File: config.mk
export PLATFORM = sky130hd
export DESIGN_NAME = sorted_insert_list_flat
export DESIGN_NICKNAME = d
export VERILOG_FILES = /design/src/rtl/sil_pkg.sv /design/src/rtl/sil_if.sv /design/src/rtl/sil_cell.sv /design/src/rtl/sorted_insert_list.sv /design/src/flat_wrapper.sv
export SDC_FILE = /design/constraint.sdc
export NUM_CORES = 2
export LEC_CHECK = 0
export BUFFER_PORTS_ARGS = -buffer_cell sky130_fd_sc_hd__clkbuf_2
export CAP_MARGIN = 20
export CORE_ASPECT_RATIO = 0.5
export CORE_MARGIN = 2
export CORE_UTILIZATION = 65
export CTS_CLUSTER_DIAMETER = 30
export DETAILED_ROUTE_END_ITERATION = 10
export GPL_TIMING_DRIVEN = 0
export PLACE_DENSITY = 0.85
export RECOVER_POWER = 100
export SYNTH_ARGS = -nofsm -noshare
export SYNTH_HDL_FRONTEND = slang
export SYNTH_HIERARCHICAL = 1
export SYNTH_SLANG_ARGS = --single-unit
export TNS_END_PERCENT = 20
File: constraint.sdc
create_clock -name clk -period 13.6 [get_ports clk]
set_input_delay 2.72 -clock clk [delete_from_list [all_inputs] [get_ports clk]]
set_output_delay 2.72 -clock clk [all_outputs]
set_load 0.05 [all_outputs]
File: src/rtl/sil_pkg.sv
// sil_pkg: shared types and constants for the sorted insert list.
// Table depth, op and status codes, and the command struct that drives the cells.
// No dependencies.
package sil_pkg;

  localparam int DEPTH = 16;
  localparam int VAL_W = 32;
  localparam int CNT_W = $clog2(DEPTH + 1);
  localparam int IDX_W = $clog2(DEPTH);

  typedef logic signed [VAL_W-1:0] sil_val_t;

  typedef enum logic [1:0] {
    OP_INSERT = 2'd0,
    OP_READ   = 2'd1,
    OP_CLEAR  = 2'd2
  } sil_op_t;

  typedef enum logic [2:0] {
    ST_INSERTED = 3'd0,
    ST_FULL     = 3'd1,
    ST_ELEM     = 3'd2,
    ST_EMPTY    = 3'd3,
    ST_CLEARED  = 3'd4
  } sil_status_t;

  // command broadcast to every cell of the chain
  typedef struct packed {
    logic     ins_en;
    logic     rot_en;
    sil_val_t ins_value;
  } sil_cell_cmd_t;

endpackage

File: src/rtl/sil_if.sv
// sil_in_if / sil_out_if: valid-ready channels of the sorted insert list.
// Depends on sil_pkg for the payload types.
interface sil_in_if;
  import sil_pkg::*;
  logic     valid;
  logic     ready;
  sil_op_t  op;
  sil_val_t value;

  modport source (output valid, output op, output value, input ready);
  modport sink (input valid, input op, input value, output ready);
endinterface

interface sil_out_if;
  import sil_pkg::*;
  logic        valid;
  logic        ready;
  sil_status_t status;
  sil_val_t    value_res;
  logic        last;

  modport source (output valid, output status, output value_res, output last, input ready);
  modport sink (input valid, input status, input value_res, input last, output ready);
endinterface

File: src/rtl/sil_cell.sv
// sil_cell: one slot of the sorted chain; holds a value and shifts or rotates it.
// Depends on sil_pkg for the command struct and value type.
module sil_cell
  import sil_pkg::*;
(
  input  logic          clk,
  input  sil_cell_cmd_t cmd,
  input  logic          occupied,
  input  sil_val_t      left_val,
  input  logic          left_open,
  input  sil_val_t      right_val,
  output sil_val_t      val,
  output logic          open
);

  // slot is open for the new value if empty or holding a value not smaller
  assign open = !occupied || !(val < cmd.ins_value);

  // insert: shift right from an open neighbor or take the new value; read: rotate left
  always_ff @(posedge clk) begin
    if (cmd.ins_en) begin
      if (left_open) begin
        val <= left_val;
      end else if (open) begin
        val <= cmd.ins_value;
      end
    end else if (cmd.rot_en) begin
      val <= right_val;
    end
  end

endmodule

File: src/rtl/sorted_insert_list.sv
// sorted_insert_list: top level; cell chain, entry count, read-out sequencer, output register.
// Depends on sil_pkg, sil_if and sil_cell.
//
//   channel  | dir | payload                   | beat
//   in_ch    | in  | op, value                 | one op per beat
//   out_ch   | out | status, value_res, last   | one result per beat
//
// insert and clear complete when accepted; the result sits in the output register
// read-out rotates the whole chain once and holds while an element waits for the output register
// a new beat is taken only in idle with the output register free or draining
// reset clears the entry count and control; cell contents are left as they are
module sorted_insert_list
  import sil_pkg::*;
(
  input  logic clk,
  input  logic rst,
  sil_in_if.sink    in_ch,
  sil_out_if.source out_ch
);

  typedef enum logic {S_IDLE, S_READ} state_t;

  state_t        state;
  logic [CNT_W-1:0] count;
  logic [IDX_W-1:0] idx;
  logic          out_valid;
  sil_status_t   out_status;
  sil_val_t      out_value;
  logic          out_last;

  sil_val_t      cell_val [DEPTH];
  logic [DEPTH-1:0] cell_open;
  logic [DEPTH-1:0] occupied;
  sil_cell_cmd_t cmd;

  logic acc, out_free, full, emit, step, out_load;
  logic [CNT_W-1:0] idx_ext;

  // handshake and read-out step control
  assign out_free    = !out_valid || out_ch.ready;
  assign in_ch.ready = (state == S_IDLE) && out_free;
  assign acc         = in_ch.valid && in_ch.ready;
  assign full        = (count == CNT_W'(DEPTH));
  assign idx_ext     = CNT_W'(idx);
  assign emit        = (state == S_READ) && (idx_ext < count) && out_free;
  assign step        = (state == S_READ) && ((idx_ext >= count) || out_free);

  // output register gets a new beat this cycle
  assign out_load = (acc && ((in_ch.op == OP_INSERT) || (in_ch.op == OP_CLEAR) ||
                             ((in_ch.op == OP_READ) && (count == '0)))) || emit;

  // cell command
  assign cmd.ins_en    = acc && (in_ch.op == OP_INSERT) && !full;
  assign cmd.rot_en    = step;
  assign cmd.ins_value = in_ch.value;

  // chain of cells; occupancy follows from the count
  for (genvar i = 0; i < DEPTH; i++) begin : g_cell
    assign occupied[i] = (CNT_W'(i) < count);
    if (i == 0) begin : g_head
      sil_cell u_cell (
        .clk       (clk),
        .cmd       (cmd),
        .occupied  (occupied[i]),
        .left_val  (in_ch.value),
        .left_open (1'b0),
        .right_val (cell_val[(i + 1) % DEPTH]),
        .val       (cell_val[i]),
        .open      (cell_open[i])
      );
    end else begin : g_body
      sil_cell u_cell (
        .clk       (clk),
        .cmd       (cmd),
        .occupied  (occupied[i]),
        .left_val  (cell_val[i-1]),
        .left_open (cell_open[i-1]),
        .right_val (cell_val[(i + 1) % DEPTH]),
        .val       (cell_val[i]),
        .open      (cell_open[i])
      );
    end
  end

  // sequencer, entry count and output register
  always_ff @(posedge clk) begin
    if (rst) begin
      state     <= S_IDLE;
      count     <= '0;
      idx       <= '0;
      out_valid <= 1'b0;
    end else begin
      if (out_valid && out_ch.ready && !out_load) begin
        out_valid <= 1'b0;
      end
      case (state)
        S_IDLE: begin
          if (acc) begin
            case (in_ch.op)
              OP_INSERT: begin
                out_valid  <= 1'b1;
                out_status <= full ? ST_FULL : ST_INSERTED;
                out_value  <= '0;
                out_last   <= 1'b1;
                if (!full) begin
                  count <= count + CNT_W'(1);
                end
              end
              OP_READ: begin
                if (count == '0) begin
                  out_valid  <= 1'b1;
                  out_status <= ST_EMPTY;
                  out_value  <= '0;
                  out_last   <= 1'b1;
                end else begin
                  state <= S_READ;
                  idx   <= '0;
                end
              end
              OP_CLEAR: begin
                count      <= '0;
                out_valid  <= 1'b1;
                out_status <= ST_CLEARED;
                out_value  <= '0;
                out_last   <= 1'b1;
              end
              default: ;
            endcase
          end
        end
        S_READ: begin
          if (step) begin
            if (emit) begin
              out_valid  <= 1'b1;
              out_status <= ST_ELEM;
              out_value  <= cell_val[0];
              out_last   <= (idx_ext == count - CNT_W'(1));
            end
            if (idx == IDX_W'(DEPTH - 1)) begin
              state <= S_IDLE;
            end
            idx <= idx + IDX_W'(1);
          end
        end
        default: state <= S_IDLE;
      endcase
    end
  end

  assign out_ch.valid     = out_valid;
  assign out_ch.status    = out_status;
  assign out_ch.value_res = out_value;
  assign out_ch.last      = out_last;

  // refused insert leaves the count alone
  a_full_hold: assert property (@(posedge clk) disable iff (rst)
    acc && (in_ch.op == OP_INSERT) && full |=> count == CNT_W'(DEPTH))
    else $error("count changed on refused insert");

  // accepted insert grows the count by one
  a_ins_grow: assert property (@(posedge clk) disable iff (rst)
    acc && (in_ch.op == OP_INSERT) && !full |=> count == $past(count) + CNT_W'(1))
    else $error("count not incremented on insert");

  // clear empties the table
  a_clear: assert property (@(posedge clk) disable iff (rst)
    acc && (in_ch.op == OP_CLEAR) |=> count == '0)
    else $error("count not zero after clear");

  // read-out never changes the count
  a_read_count: assert property (@(posedge clk) disable iff (rst)
    state == S_READ |=> count == $past(count))
    else $error("count changed during read-out");

  // each read-out emit loads an element result into the output register
  a_elem_src: assert property (@(posedge clk) disable iff (rst)
    emit |=> out_valid && (out_status == ST_ELEM))
    else $error("read-out element not loaded");

endmodule
File: src/flat_wrapper.sv
// flat-port wrapper written by rule: the top's interface ports become plain ports
module sorted_insert_list_flat import sil_pkg::*;
  (clk, rst, in_ch_valid, in_ch_op, in_ch_value, in_ch_ready, out_ch_valid, out_ch_status, out_ch_value_res, out_ch_last, out_ch_ready);
  sil_in_if in_ch_i ();
  sil_out_if out_ch_i ();
  input  logic clk;
  input  logic rst;
  input wire logic [$bits(in_ch_i.valid)-1:0] in_ch_valid;
  input wire logic [$bits(in_ch_i.op)-1:0] in_ch_op;
  input wire logic [$bits(in_ch_i.value)-1:0] in_ch_value;
  output wire logic [$bits(in_ch_i.ready)-1:0] in_ch_ready;
  output wire logic [$bits(out_ch_i.valid)-1:0] out_ch_valid;
  output wire logic [$bits(out_ch_i.status)-1:0] out_ch_status;
  output wire logic [$bits(out_ch_i.value_res)-1:0] out_ch_value_res;
  output wire logic [$bits(out_ch_i.last)-1:0] out_ch_last;
  input wire logic [$bits(out_ch_i.ready)-1:0] out_ch_ready;
  assign in_ch_i.valid = in_ch_valid;
  assign in_ch_i.op = in_ch_op;
  assign in_ch_i.value = in_ch_value;
  assign in_ch_ready = in_ch_i.ready;
  assign out_ch_valid = out_ch_i.valid;
  assign out_ch_status = out_ch_i.status;
  assign out_ch_value_res = out_ch_i.value_res;
  assign out_ch_last = out_ch_i.last;
  assign out_ch_i.ready = out_ch_ready;
  sorted_insert_list u_core (.clk(clk), .rst(rst), .in_ch(in_ch_i), .out_ch(out_ch_i));
endmodule
==> impl_metrics.env <==
export IMPL_outcome="complete, but fails checks"
export IMPL_violations="capacitance limit, slew limit"
export IMPL_clockRootBuffer="clkbuf_16"
export IMPL_switching_power_mw=1.58
export IMPL_fin_crit_sh_pct=72.1
export IMPL_worst_path_stages=12
export IMPL_hold_violations=0
export IMPL_nets=5086
export IMPL_swShare_pct=28.3
export IMPL_power_share_clock_pct=49.1
export IMPL_layout_drive_gt1_share_pct=6.20
export IMPL_busiest_layer="met2"
export IMPL_cts_buffers=101
export IMPL_drtIter0Drc=5759
export IMPL_max_slew_margin_pct=-124
export IMPL_critPathSlowestCell="nor2_1"
export IMPL_dpl_cell_count=5272
export IMPL_gr_usage_met1_pct=49.3
export IMPL_htree_num_levels=3
export IMPL_grt_pass1_vias=37500
export IMPL_layout_commonest_cell="a21oi_1"
export IMPL_clk_pin_slew_ns=0.05
export IMPL_report_final_slew_viol_count=574
export IMPL_hpwl_um=91500
export IMPL_comb_power_share_pct=13.7
export IMPL_syn_to_final_growth_pct=12.2
export IMPL_grt_setup_unrepaired="no"
export IMPL_p_leak_nw=23.2
export IMPL_cp_slowest_stage_delay_ns=2.44
export IMPL_num_io_pins=76
export IMPL_multi_input_area_um2=22000
export IMPL_antenna_found_initial=1
export IMPL_cts_resized=0
export IMPL_cp_start_kind="input port"
export IMPL_syn_area_per_cell_um2=9.52
export IMPL_synthesis_area_um2=41400
export IMPL_ys_warn_count=6
export IMPL_worst_clock_skew_ns=0.0262
export IMPL_drc=0
export IMPL_crit_chain="clkbuf_1, inv_1, ha_1, nor4b_1, clkbuf_1, clkbuf_1, clkbuf_1, clkbuf_1, clkbuf_1, nor2_1, a41o_1, nor2_1"
export IMPL_fmaxAchievable_ghz=0.102
export IMPL_path_class="input port to flip-flop"
export IMPL_gp_congestion=0.938
export IMPL_critPathCaptureType="flip-flop"
export IMPL_finalSetupTns_ns=0
export IMPL_post_cts_buffers=0
export IMPL_power_density_nw_per_um2=120
export IMPL_wl_per_cell_um=24.3
export IMPL_finalWirelength_um=133000
export IMPL_power_share_sequential_pct=37.2
export IMPL_syn_inst=4351
export IMPL_overflow=0
export IMPL_row_count=65
export IMPL_p_int_mw=4.00
export IMPL_worst_pin_slew_ns=3.35
export IMPL_setup_viol=0
export IMPL_post_layout_nonfiller_instances=5464
export IMPL_grt_max_degree=34
export IMPL_avgViaCountPerCell=6.82
export IMPL_holdWs_ns=0.518
export IMPL_holdPathStages=1
export IMPL_hold_class="flip-flop to flip-flop"
export IMPL_r2r_setup_slack_ns=5.11
export IMPL_cts_tree="done"
export IMPL_nFillCells=3939
export IMPL_track_usage_pct=39.3
export IMPL_start_util_pct=65.7
export IMPL_final_cell_mix="729 x a21oi_1, 624 x nor2_1, 548 x edfxtp_1"
export IMPL_final_seq_area_um2=16700
export IMPL_clock_latency_ns=0.68
export IMPL_cp_max_fo=32
export IMPL_synth_nets=4899
export IMPL_grt_pass1_wl_um=202000
export IMPL_cap_violations=19
export IMPL_core_area_um2=63000
export IMPL_postCtsHoldBufs=0
export IMPL_drt_pre_antenna_iters=10
export IMPL_path_buf_inv=7
export IMPL_crit_family="simple AND/OR/NAND/NOR gates"
export IMPL_finalPower_mw=5.58
export IMPL_peakVddDrop_mv=0.105
export IMPL_cp_required_ns=13.80
export IMPL_cts_buffer_depth=3
export IMPL_met2_usage_pct=62.2
export IMPL_die_area_um2=65900
export IMPL_worstPathArrival_ns=10.00
export IMPL_fp_dieH_um=182
export IMPL_port_buffers=74
export IMPL_grt_use_met3_pct=13.2
export IMPL_postRouteAntennaNets=0
export IMPL_die_w_um=361
export IMPL_r2r_cells=12
export IMPL_vias=37300
export IMPL_cts_sink_count=559
export IMPL_crit_top_cell="clkbuf_1"
export IMPL_fin_crit_ns=9.80
[path summary, 6_finish.rpt]
| kind | start | endpoint |
|---|---|---|
| setup reg to reg | u_core/count[0] | u_core/g_cell[4].g_body.u_cell/val[6] |
| hold / removal | u_core/idx[0] | u_core/idx[0] |
| hold reg to reg | u_core/idx[0] | u_core/idx[0] |
| setup / recovery | in_ch_op[1] | u_core/g_cell[4].g_body.u_cell/val[6] |
[power by group through the flow]
stage | Clock [mW] | Combinational, mW | Sequential [mW]
after CTS | 2.72 | 0.729 | 2.07
after global routing | 2.81 | 0.817 | 2.08
after floorplan | 0 | 0.459 | 2.08
after global placement | 0 | 0.652 | 2.10
final | 2.74 | 0.762 | 2.08
after detailed placement | 0 | 0.707 | 2.10
[per-layer routing]
| layer | vias to the layer above | wire length [µm] |
|---|---|---|
| met1 | 17600 | 47700 |
| met2 | 2955 | 59400 |
| met4 | 2 | 5380 |
| met3 | 631 | 20300 |
| li1 | 16100 | - |
| met5 | - | 73 |
[metrics by stage]
| stage | util (%) | cell area [µm²] | setup WS, ns |
|---|---|---|---|
| global placement | 68.0 | 42800 | -3.25 |
| CTS | 74.1 | 46700 | 6.72 |
| detailed placement | 68.3 | 43100 | 6.08 |
| floorplan | - | 41400 | 3.73 |
| global route | 73.7 | 46500 | 3.76 |
| finish | 73.7 | 46500 | 3.80 |
[state kept, by name (all words and copies together), names as in the netlist]
register and cells:
u_core/idx 4, u_core/g_cell.g_head.u_cell/val 32, u_core/out_ch.last 1, u_core/out_ch.status 3, u_core/state 1, u_core/out_ch.value_res 32
u_core/out_ch.valid 1, u_core/count 5, u_core/g_cell.g_body.u_cell/val 480
[final cells by class]
cell class | instances | area share (%)
Timing Repair Buffer | 84 | 0.800
Inverter | 527 | 4.26
Sequential cell | 559 | 35.9
Clock buffer | 109 | 5.64
Tap cell | 837 | 2.25
Buffer | 185 | 1.64
Antenna cell | 1 | 0.00539
Clock inverter | 82 | 2.19
Multi-Input combinational cell | 3080 | 47.3
No activity file was read; power rests on OpenSTA's default activity.
